===== src/design/lbs_pkg.sv =====
package lbs_pkg;

    // Matrix words per joint: three rows of four, row*4+col.
    localparam int MAT_WORDS = 12;
    localparam int DEF_JOINT_COUNT = 64;
    localparam logic [15:0] WEIGHT_ONE = 16'd32768;
    localparam logic [3:0] LAST_ELEM = 4'd11;
    localparam logic [1:0] TRANS_COL = 2'd3;

    // Width of one row sum: three shifted products plus a translation.
    localparam int ROW_W = 51;
    localparam int WPROD_W = ROW_W + 17;

    typedef enum logic {
        CMD_PALETTE = 1'b0,
        CMD_VERTEX  = 1'b1
    } cmd_kind_t;

    // One classified item as it sits in the queue.
    typedef struct packed {
        cmd_kind_t   kind;
        logic        contrib;
        logic        last;
        logic [5:0]  joint;
        logic [3:0]  elem;
        logic [31:0] value;
        logic [31:0] bx;
        logic [31:0] by;
        logic [31:0] bz;
        logic [31:0] nx;
        logic [31:0] ny;
        logic [31:0] nz;
        logic [15:0] weight;
    } cmd_t;

    // Status of the back part.
    typedef struct packed {
        logic idle;
        logic pipe_busy;
    } back_stat_t;

    // Clamp a 64-bit sum to Q16.16; the top bit of the result is the clamp flag.
    function automatic logic [32:0] clamp_q16(input logic [63:0] acc);
        logic [32:0] res;
        res = {1'b0, acc[31:0]};
        if (!acc[63] && (acc[62:31] != '0)) begin
            res = {1'b1, 32'h7FFF_FFFF};
        end else if (acc[63] && (acc[62:31] != '1)) begin
            res = {1'b1, 32'h8000_0000};
        end
        return res;
    endfunction

endpackage


===== src/design/lbs_front.sv =====
module lbs_front import lbs_pkg::*; #(
    parameter int JOINT_COUNT = DEF_JOINT_COUNT
) (
    input  logic         aclk,
    input  logic         aresetn,
    input  logic         s_tvalid,
    output logic         s_tready,
    input  logic [255:0] s_tdata,
    input  logic         s_tuser,
    input  logic         s_tlast,
    output logic         q_valid,
    output cmd_t         q_data,
    input  logic         q_pop
);

    cmd_t        fifo_reg [2];
    logic        wr_ptr_reg, wr_ptr_next;
    logic        rd_ptr_reg, rd_ptr_next;
    logic [1:0]  count_reg, count_next;
    cmd_t        cmd;
    logic        joint_ok;
    logic        keep;
    logic        push;

    // Classify the incoming item.
    always_comb begin
        cmd.kind    = cmd_kind_t'(s_tuser);
        cmd.joint   = s_tdata[5:0];
        cmd.elem    = s_tdata[9:6];
        cmd.value   = s_tdata[41:10];
        cmd.bx      = s_tdata[73:42];
        cmd.by      = s_tdata[105:74];
        cmd.bz      = s_tdata[137:106];
        cmd.nx      = s_tdata[169:138];
        cmd.ny      = s_tdata[201:170];
        cmd.nz      = s_tdata[233:202];
        cmd.weight  = (s_tdata[249:234] > WEIGHT_ONE) ? WEIGHT_ONE : s_tdata[249:234];
        cmd.last    = s_tlast;
        joint_ok    = (9'(s_tdata[5:0]) < 9'(JOINT_COUNT));
        cmd.contrib = joint_ok && (cmd.weight != '0);
        if (cmd.kind == CMD_PALETTE) begin
            keep = joint_ok && (cmd.elem <= LAST_ELEM);
        end else begin
            keep = cmd.contrib || cmd.last;
        end
    end

    assign s_tready = (count_reg != 2'd2);
    assign push     = s_tvalid && s_tready && keep;
    assign q_valid  = (count_reg != 2'd0);
    assign q_data   = fifo_reg[rd_ptr_reg];

    // Queue pointers.
    always_comb begin
        wr_ptr_next = push ? ~wr_ptr_reg : wr_ptr_reg;
        rd_ptr_next = q_pop ? ~rd_ptr_reg : rd_ptr_reg;
        count_next  = count_reg + 2'(push) - 2'(q_pop);
    end

    always_ff @(posedge aclk) begin
        if (!aresetn) begin
            wr_ptr_reg <= 1'b0;
            rd_ptr_reg <= 1'b0;
            count_reg  <= 2'd0;
        end else begin
            wr_ptr_reg <= wr_ptr_next;
            rd_ptr_reg <= rd_ptr_next;
            count_reg  <= count_next;
        end
    end

    // Queue storage.
    always_ff @(posedge aclk) begin
        if (push) begin
            fifo_reg[wr_ptr_reg] <= cmd;
        end
    end

endmodule


===== config.mk =====
export PLATFORM = sky130hd
export DESIGN_NAME = lbs_front
export DESIGN_NICKNAME = d
export VERILOG_FILES = /design/src/design/lbs_pkg.sv /design/src/design/lbs_front.sv
export SDC_FILE = /design/constraint.sdc
export NUM_CORES = 1
export LEC_CHECK = 0
export BUFFER_PORTS_ARGS = -buffer_cell sky130_fd_sc_hd__buf_2
export CAP_MARGIN = 20
export CORE_MARGIN = 1.5
export CORE_UTILIZATION = 47
export DETAILED_ROUTE_END_ITERATION = 10
export PLACE_DENSITY = 0.83
export SLEW_MARGIN = 20
export SYNTH_ARGS = -nofsm -noshare
export SYNTH_HDL_FRONTEND = slang
export SYNTH_SLANG_ARGS = --single-unit

===== constraint.sdc =====
create_clock -name aclk -period 13.4 [get_ports aclk]
set_clock_uncertainty 0.2 [all_clocks]
set_input_delay 1.34 -clock aclk [delete_from_list [all_inputs] [get_ports aclk]]
set_output_delay 1.34 -clock aclk [all_outputs]
set_load 0.005 [all_outputs]

# --- Word level (Yosys, flattened, before mapping) ---
# Memories as Yosys holds them, arrays and structs flattened. A register that Yosys moved wholly into a read port is not among the register bits.
# Cells that the tools add are included.
op_classes:
  n_mux: 6
  n_reduce_logical: 5
  n_bitwise: 2
  magnitude_cmp: 2
  addsub: 2
  eq_ne: 1
op_table:
  columns: ["op", "n"]
  rows:
  - ["> comparator 16 bit (second input constant)", 1]
  - ["two-way mux 16 bit", 1]
  - ["nonzero test 16 bit", 1]
  - ["two-way mux 1 bit", 5]
  - ["<= comparator 4 bit (second input constant)", 1]
  - ["adder 2 x 1 -> 2 bit", 1]
  - ["logical AND 1 bit", 2]
  - ["!= test 2 bit (second input constant)", 1]
  - ["inverter 1 bit", 2]
  - ["nonzero test 2 bit", 1]
  - ["subtractor 2 x 1 -> 2 bit", 1]
  - ["logical OR 1 bit", 1]
totals:
  ramBits: 506
  out_inout_bits: 255
  register_bits: 4
  mem_count: 1
memory_table:
  columns: ["memory", "words", "width", "rd", "rd_ports_with_merged_regs", "write_ports", "line_no", "source"]
  rows:
  - ["fifo_reg", 2, 253, 1, 1, 1, "lbs_front.sv:16", "cmd_t fifo_reg [2];"]

# --- Logic depth before layout (Yosys ltp) ---
# Gate-level depths: netlist of run 1.
depth:
  word_depth: 8
  ltp_mapped: 9

# --- Worst setup path after synthesis of run 1 ---
# No wires, ideal clock.
synth_path:
  path_kind: "input-to-reg"
  startpoint: "input port s_tdata[8]"
  endpoint: "memory fifo_reg[0][0] in the netlist's numbering, enable pin"
  setup_time_ns: 0.871
  path_slack_ns: 0.180
  arrival_time_ns: 12.149
  stages: 4
  cell_sequence: "nand2_1 -> o211a_1 -> o31ai_1 -> nor2_1"
synth_via:
  elab_chain_len: 5
synth_lines:
  columns: ["element", "line_no", "source"]
  rows:
  - ["start, declared", "lbs_front.sv:8", "input logic [255:0] s_tdata,"]
  - ["<= comparator 4 bit", "lbs_front.sv:42", "keep = joint_ok && (cmd.elem <= LAST_ELEM);"]
  - ["two-way mux 1 bit", "lbs_front.sv:41", "if (cmd.kind == CMD_PALETTE) begin"]
  - ["logical AND 1 bit", "lbs_front.sv:49", "assign push = s_tvalid && s_tready && keep;"]
  - ["two-way mux 1 bit", "lbs_front.sv:74", "if (push) begin"]
  - ["two-way mux 1 bit (not written as such)", "lbs_front.sv:75", "fifo_reg[wr_ptr_reg] <= cmd;"]
  - ["end, declared", "lbs_front.sv:16", null]
# Every way passes these cells.

==> flow_summary.json, run 1 <==
{
  "syn-num-nets": 1103,
  "crit_path_end_kind": "output pin",
  "wl_mm": 39.6,
  "die-area_um2": 40800,
  "relSlewSlack": 0.312,
  "fin_tns_setup_ps": 0,
  "finalCriticalPeriod_ps": 5290,
  "yosysUniqueCellTypes": 25,
  "hpwl_mm": 26.5,
  "clk_latency_ps": 560,
  "wire_per_inst_um": 20.4,
  "timing.rr.start": "count_reg[0]",
  "crit_path_max_fanout": 76,
  "portBuffers": 510,
  "cts.sinks": 511,
  "core_area_um2": 38800,
  "vdd_drop_max_mv": 0.123,
  "fp.dieH_um": 202,
  "fp.dieW_um": 202,
  "h-tree-depth": 2,
  "fillers": 2759,
  "synthTopCellsByArea": "edfxtp_1, mux2_2, buf_2",
  "grt_pass1_wl_mm": 58.6,
  "boundaryPins": 517,
  "mostFrequentLayoutCells": "buf_2, edfxtp_1, mux2_2, clkbuf_16",
  "rsz0062_at_grt": "no",
  "tightestPinTransition_ps": 1030,
  "dr_wl_met2_mm": 21.0,
  "yosysSeqAreaShare": 0.823,
  "cp-start-kind": "flip-flop",
  "fmax_mhz": 189,
  "wl_met3_mm": 2.96,
  "cts_made_buffers": 50,
  "met1_length_mm": 14.4,
  "fin_ws_ps": 8110,
  "holdCritStartpoint": "wr_ptr_reg",
  "cp.required_ps": 11860,
  "whs_path_depth": 2,
  "period_share": 0.395,
  "drtPass1Iterations": 4,
  "ff2ff_path_depth": 7,
  "via_per_inst": 5.09,
  "grt_start_max_net_pins": 77,
  "worstReg2RegEnd": "fifo_reg[1][3]",
  "synth_top_area_frac": 0.817,
  "cap_violations": 0,
  "grt_pass1_vias": 10400,
  "r2r_setup_slack_ps": 9470,
  "power_leakage_nw": 8.65,
  "cts-resized-gates": 0,
  "initial_core_util": 0.479,
  "holdPathEnd": "wr_ptr_reg",
  "avgSynthCellArea_um2": 22.2,
  "drt_iter0_drc": 516,
  "min_path_type": "flip-flop to flip-flop",
  "drcViolationCount": 0,
  "setup_viol": 0,
  "layout.nets": 1646,
  "slew_viol_final": 0,
  "clkTransAtPathRegs_ps": 60,
  "grt-ovfl-total": 0,
  "outcome": "finished clean",
  "layout_commonest_cell": "buf_2",
  "powerDensity_nw_per_um2": 174,
  "synth-seq-cells": 511,
  "synth_top_area_cell": "edfxtp_1",
  "area_delta_synth_final_pct": 25.6,
  "gp_congestion": 0.787,
  "grtUsageTotal": 0.190,
  "cts_tree": "built",
  "rows": 72,
  "hold_violations": 0,
  "antenna_found_initial": 6,
  "top_layer": "met5",
  "num_vias": 9882,
  "largest_reg_flops": 506,
  "synth-warning-count": 0,
  "root_buffer": "clkbuf_16",
  "arrival_ps": 3750,
  "post-place-ws_ps": 8220,
  "cts_buffer_depth": 3,
  "ant_nets": 0,
  "synth_cells": 839,
  "cts_setup_buffers": 0,
  "drive_above_1_share": 0.598,
  "criticalPathCategory": "flip-flop to output pin",
  "cts_hold_buf": 0,
  "syn_area_um2": 18600
}
## per-stage QoR
stage,instances,total power [mW],hold slack (ps),util,cell area (µm²)
4_1_cts,1940,4.10,368,0.601,23400
3_3_place_gp,1848,2.71,332,0.560,21700
3_5_place_dp,1848,2.74,357,0.560,21700
5_1_grt,1943,4.21,382,0.602,23400
2_1_floorplan,839,2.53,288,-,18600
6_report,1943,4.06,365,0.602,23400
## how the worst max path moves through the flow
stage / from / to / slack [ps] / depth (start not counted)
final: flip-flop / q_data[88] / 8110 / 4
after detailed placement: s_tdata[237] / fifo_reg[0][49] / 8220 / 8
after global routing: flip-flop / q_data[145] / 7870 / 4
after global placement: s_tdata[237] / fifo_reg[0][70] / 8240 / 8
after CTS: flip-flop / q_data[176] / 8040 / 4
after floorplan: s_tdata[8] / fifo_reg[0][0] / 180 / 4
## synth_stat cells, drive strengths merged
cell type and count:
mux2 254, buf 27, and2 4, nor2 2, nand4 1, o311ai 1
inv 2, o211a 1, a21boi 1, ha 2, o2111ai 1, nand2b 2
nand2 2, nor3 1, o31ai 1, edfxtp 506, xnor2 2, nand3 1
clkbuf 3, nor2b 14, dfxtp 5, nor4 3, xor2 1, or2 2
## logic make-up (layout without fill, tap and decap cells)
kind of cell    count (synthesis)  after routing  share of synthesized area
flops                         511            511                      0.823
mux                           254            254                      0.154
simple gates                   32             32                     0.0101
buf+inv                        32            615                    0.00828
compound gates                  5              5                    0.00229
xor+xnor                        3              3                    0.00141
fa+ha+maj                       2              2                    0.00135
other cells                     0              3                          0
## critical path, cell delays in order (launching register included)
cell,delay (ps)
dfxtp_4,730
buf_4,830
buf_4,870
mux2_2,430
buf_2,140
## power by group
part	internal, mW	switching [mW]
Sequential	2.04	0.0557
Combinational	0.263	0.336
Clock	0.799	0.560
## cell type report
| cell class | count | area, µm² | area share |
|---|---|---|---|
| Sequential cell | 511 | 15300 | 0.655 |
| Inverter | 2 | 7.51 | 0.000321 |
| Antenna cell | 3 | 7.51 | 0.000321 |
| Clock buffer | 67 | 1380 | 0.0590 |
| Clock inverter | 25 | 226 | 0.00970 |
| Timing Repair Buffer | 521 | 2640 | 0.113 |
| Tap cell | 518 | 648 | 0.0277 |
| Multi-Input combinational cell | 296 | 3160 | 0.135 |
## per-layer routing
| metal | track usage | vias up |
|---|---|---|
| met3 | 0.0534 | 86 |
| met5 | 0 | - |
| li1 | - | 4433 |
| met1 | 0.212 | 4952 |
| met2 | 0.340 | 405 |
| met4 | 0.0773 | 6 |
Power figures use the tool's default switching activity.
==> run 2: changes to the inputs <==
==> constraint.sdc (replaced) <==
create_clock -name aclk -period 4.6 [get_ports aclk]
set_clock_uncertainty 0.2 [all_clocks]
set_input_delay 0.46 -clock aclk [delete_from_list [all_inputs] [get_ports aclk]]
set_output_delay 0.46 -clock aclk [all_outputs]
set_load 0.005 [all_outputs]
==> run 2 against run 1 <==
Clock power rose to 3.0 times the previous value. Sequential power grew to 2.9 times the previous value. Largest power group unchanged. Final cell count up 12%. Register-to-register slack got worse by 7900 ps. Critical endpoint is now q_data[214]. Hold slack got worse by 280 ps. Worst setup slack got worse by 6700 ps. First-iteration DRC count increased by 10%.
==> flow_summary.json, run 2 (same netlist as run 1, synthesis figures left out) <==
{
  "drcViolationCount": 0,
  "criticalPathCategory": "flip-flop to output pin",
  "vdd_drop_max_mv": 0.392,
  "gp_congestion": 0.825,
  "crit_family": "flip-flops",
  "cts_made_buffers": 51,
  "grt_pass1_vias": 12000,
  "path_buf_inv": 2,
  "core_area_um2": 38800,
  "layout.nets": 1882,
  "num_vias": 11000,
  "worstPathCellList": "buf_4, mux2_2, buf_2",
  "largest_reg_flops": 506,
  "total_power_mw": 12.2,
  "finalCriticalPeriod_ps": 3220,
  "cp.required_ps": 3940,
  "clk_latency_ps": 570,
  "crit_path_max_fanout": 55,
  "powerDensity_nw_per_um2": 470,
  "clkTransAtPathRegs_ps": 60,
  "cts_tree": "built",
  "power_leakage_nw": 9.65,
  "arrival_ps": 2560,
  "boundaryPins": 517,
  "critPathSlowestCell": "dfxtp_4",
  "fp.dieW_um": 202,
  "grtUsageTotal": 0.222,
  "area_delta_synth_final_pct": 39.0,
  "wire_per_inst_um": 21.3,
  "post-place-ws_ps": 1470,
  "antenna_found_initial": 3,
  "cap_violations": 0,
  "min_path_type": "primary input to flip-flop",
  "drive_above_1_share": 0.512,
  "tightestPinTransition_ps": 865,
  "cts_buffer_depth": 3,
  "fmax_mhz": 311,
  "fin_util": 0.666,
  "fin_ws_ps": 1380,
  "hold_violations": 0,
  "drtPass1Iterations": 5,
  "outcome": "finished clean",
  "h-tree-depth": 2,
  "slew_viol_final": 0,
  "drt_iter0_drc": 570,
  "relSlewSlack": 0.423,
  "place_area_um2": 21800,
  "via_per_inst": 5.06,
  "wl_mm": 46.5,
  "die-area_um2": 40800,
  "portBuffers": 510,
  "ant_nets": 0,
  "critPathMaxStageDelay_ps": 890,
  "cts.sinks": 511,
  "initial_core_util": 0.479,
  "mostFrequentLayoutCells": "buf_2, edfxtp_1, mux2_2, dlygate4sd3_1, clkbuf_16",
  "period_share": 0.699,
  "root_buffer": "clkbuf_16",
  "grt_start_max_net_pins": 130,
  "cts-resized-gates": 0,
  "setup_viol": 0,
  "rsz0062_at_grt": "no",
  "grt-ovfl-total": 0,
  "rows": 72,
  "cp-start-kind": "flip-flop",
  "hpwl_mm": 25.8,
  "grt_pass1_wl_mm": 68.5,
  "layout_commonest_cell": "buf_2",
  "design_area_um2": 25800,
  "fp.dieH_um": 202,
  "crit_path_end_kind": "output pin"
}
-- run 2: final cells by class --
| class | count | area [µm²] |
|---|---|---|
| Clock inverter | 26 | 228 |
| Multi-Input combinational cell | 296 | 3200 |
| Tap cell | 518 | 648 |
| Sequential cell | 511 | 15300 |
| Clock buffer | 68 | 1380 |
| Inverter | 2 | 7.51 |
| Fill cell | 2407 | 13000 |
| Timing Repair Buffer | 756 | 5070 |
| Antenna cell | 4 | 10.0 |
-- run 2: worst paths after layout --
path,from,to,slack [ps],depth (start not counted)
setup / recovery,flip-flop,q_data[214],1380,3
hold / removal,q_pop,flip-flop,90,3
setup reg to reg,count_reg[0],fifo_reg[1][242],1590,6
hold reg to reg,wr_ptr_reg,wr_ptr_reg,370,2
-- run 2: timing repair --
item / in CTS / in global routing
buffers inserted: 0 / 0
setup endpoints to repair: 0 / 0
hold buffers: 237 / 0
endpoints found under the hold margin: 476 / 0
-- run 2: worst register-to-register path: stages (launching register included) --
cell and delay (ps):
dfxtp_1 350, nand2b_1 200, o211a_4 230, o31ai_4 110
nor2_4 130, buf_12 460, buf_12 690
-- run 2: power by group --
part           internal, mW  switching, mW  leakage, nW
combinational         0.920           1.05         4.12
clock                  2.34           1.70        0.789
sequential             5.96          0.194         4.74
total                  9.21           2.94         9.65
-- run 2: stage by stage --
step | hold WS, ps | setup TNS (ps) | instances
after CTS | 32.7 | 0 | 2177
after global routing | 77.7 | 0 | 2180
after detailed placement | 365 | 0 | 1846
after floorplan | 321 | -285510 | 839
after global placement | 337 | 0 | 1846
final | 85.8 | 0 | 2181
-- run 2: metal layers --
layer | share of wire | vias up | wire length [µm] | track usage
li1 | - | 4926 | - | -
met4 | 0.039 | 0 | 1790 | 0.101
met2 | 0.54 | 509 | 25200 | 0.408
met3 | 0.066 | 114 | 3060 | 0.0501
met5 | 0 | - | 0 | 0
met1 | 0.35 | 5489 | 16500 | 0.243
==> run 3: changes to the inputs <==
==> constraint.sdc (replaced) <==
create_clock -name aclk -period 2.8 [get_ports aclk]
set_clock_uncertainty 0.2 [all_clocks]
set_input_delay 0.28 -clock aclk [delete_from_list [all_inputs] [get_ports aclk]]
set_output_delay 0.28 -clock aclk [all_outputs]
set_load 0.005 [all_outputs]
==> run 3 against run 2 <==
Design area up 1.3%. Die area stayed put. Non-clock buffer count rose by 36. Via count is 2.5% higher. Clock-buffer cell count decreased by 3. Clock power up 63%. Critical path type is now primary input to flip-flop. Largest cell class unchanged.
==> flow_summary.json, run 3 (same netlist as run 1, synthesis figures left out) <==
{
  "grt-ovfl-total": 0,
  "hpwl_mm": 27.7,
  "fillers": 2315,
  "cts_setup_buffers": 0,
  "p_sw_mw": 4.89,
  "post-place-ws_ps": 117,
  "intPower_mw": 15.2,
  "largest_reg_flops": 506,
  "arrival_ps": 2920,
  "grtUsageTotal": 0.234,
  "path_buf_inv": 3,
  "finalCriticalPeriod_ps": 2660,
  "place_inst": 1864,
  "cp.required_ps": 3050,
  "die-area_um2": 40800,
  "multi_input_area_um2": 3190,
  "fp.dieW_um": 202,
  "cts.sinks": 511,
  "num_vias": 11300,
  "tightestPinTransition_ps": 826,
  "initial_core_util": 0.479,
  "gp_congestion": 0.796,
  "drt_iter0_drc": 655,
  "total_power_mw": 20.1,
  "core_area_um2": 38800,
  "crit_path_max_fanout": 3,
  "clock_power_share": 0.328,
  "ant_nets": 0,
  "fin_tns_setup_ps": 0,
  "fin_ws_ps": 139,
  "antenna_found_initial": 3,
  "drtPass1Iterations": 4,
  "layout_commonest_cell": "buf_2",
  "via_per_inst": 5.12,
  "portBuffers": 510,
  "wire_per_inst_um": 21.8,
  "critPathMaxStageDelay_ps": 530,
  "layout.nets": 1917,
  "fin_util": 0.674,
  "clk_latency_ps": 570,
  "hold_violations": 0,
  "powerDensity_nw_per_um2": 767,
  "fp.dieH_um": 202,
  "swShare": 0.243,
  "cap_violations": 0,
  "layout.cells.non_filler": 2209,
  "clkTransAtPathRegs_ps": 60,
  "crit_family": "simple AND/OR/NAND/NOR gates",
  "drive_above_1_share": 0.512,
  "drcViolationCount": 0,
  "vdd_drop_max_mv": 0.661,
  "relSlewSlack": 0.448,
  "rsz0062_at_grt": "no",
  "grt_start_max_net_pins": 75,
  "grt_pass1_wl_mm": 72.2,
  "slew_viol_final": 0,
  "cp-start-kind": "primary input",
  "power_leakage_nw": 9.81,
  "critPathSlowestCell": "dlygate4sd3_1",
  "place_area_um2": 22000,
  "mostFrequentLayoutCells": "buf_2, edfxtp_1, dlygate4sd3_1, mux2_2, clkbuf_16",
  "cts_made_buffers": 50,
  "cts_tree": "built",
  "fmax_mhz": 376,
  "rows": 72,
  "seqCellArea_um2": 15300,
  "cts_buffer_depth": 3,
  "design_area_um2": 26200,
  "worstPathCellList": "dlygate4sd3_1, buf_2, nor4_2, nand4_1, o31ai_4, ha_1, inv_1, ha_1, xnor2_1, xnor2_1, and2_1",
  "crit_path_end_kind": "flip-flop",
  "combPwrFrac": 0.170,
  "outcome": "finished clean",
  "grt_pass1_vias": 12500,
  "period_share": 0.951,
  "root_buffer": "clkbuf_16",
  "boundaryPins": 517,
  "criticalPathCategory": "primary input to flip-flop",
  "setup_viol": 0,
  "timing.hold.ws_ps": 226,
  "pwr-share-seq": 0.502,
  "min_path_type": "primary input to flip-flop",
  "area_delta_synth_final_pct": 40.8,
  "h-tree-depth": 2,
  "wl_mm": 48.1
}
## run 3: changes by cell type in the layout (fill, tap and decap cells not counted), sizes merged
cell / previous run / this run
buf: 519 / 537
clkbuf: 68 / 65
clkinv: 20 / 14
clkinvlp: 0 / 2
diode: 4 / 3
dlygate4sd3: 237 / 255
## run 3: final timing paths
| kind | start | end | slack, ps | depth (start not counted) |
|---|---|---|---|---|
| min reg2reg | rd_ptr_reg | flip-flop | 380 | 2 |
| max reg2reg | count_reg[0] | fifo_reg[1][152] | 310 | 5 |
| max | s_tdata[235] | count_reg[1] | 140 | 11 |
| min | s_tdata[209] | fifo_reg[1][23] | 230 | 2 |
## run 3: layout make-up
class,instances,share of cell area
Multi-Input combinational cell,296,0.122
Clock inverter,22,0.00813
Clock buffer,65,0.0524
Inverter,2,0.000287
Timing Repair Buffer,792,0.208
Antenna cell,3,0.000287
Tap cell,518,0.0248
Sequential cell,511,0.585
## run 3: worst reg2reg max path, cell delays in order, from the launching register on
cell      delay (ps)
dfxtp_2          350
nand2b_4         140
o211a_4          180
o31ai_4          110
nor2_4           650
buf_12           410
## run 3: what timing repair did
action	CTS	global route
endpoints found under the setup margin	0	1
hold endpoints to repair	509	0
resized for setup	0	1
hold buffers	255	0
## run 3: power by group through the flow
stage / Sequential [mW] / Clock [mW] / Combinational (mW)
finish: 10.1 / 6.58 / 3.41
floorplan: 10.2 / 0 / 1.53
global route: 10.2 / 6.95 / 3.63
global placement: 10.1 / 0 / 2.99
CTS: 10.0 / 6.60 / 3.36
detailed placement: 10.2 / 0 / 3.04
## run 3: per-layer routing
| layer | up-vias | wire length, µm | global-route usage |
|---|---|---|---|
| met5 | - | 0 | 0 |
| met4 | 0 | 1790 | 0.104 |
| met3 | 108 | 3770 | 0.0556 |
| met2 | 607 | 26100 | 0.430 |
| met1 | 5618 | 16500 | 0.256 |
| li1 | 4981 | - | - |
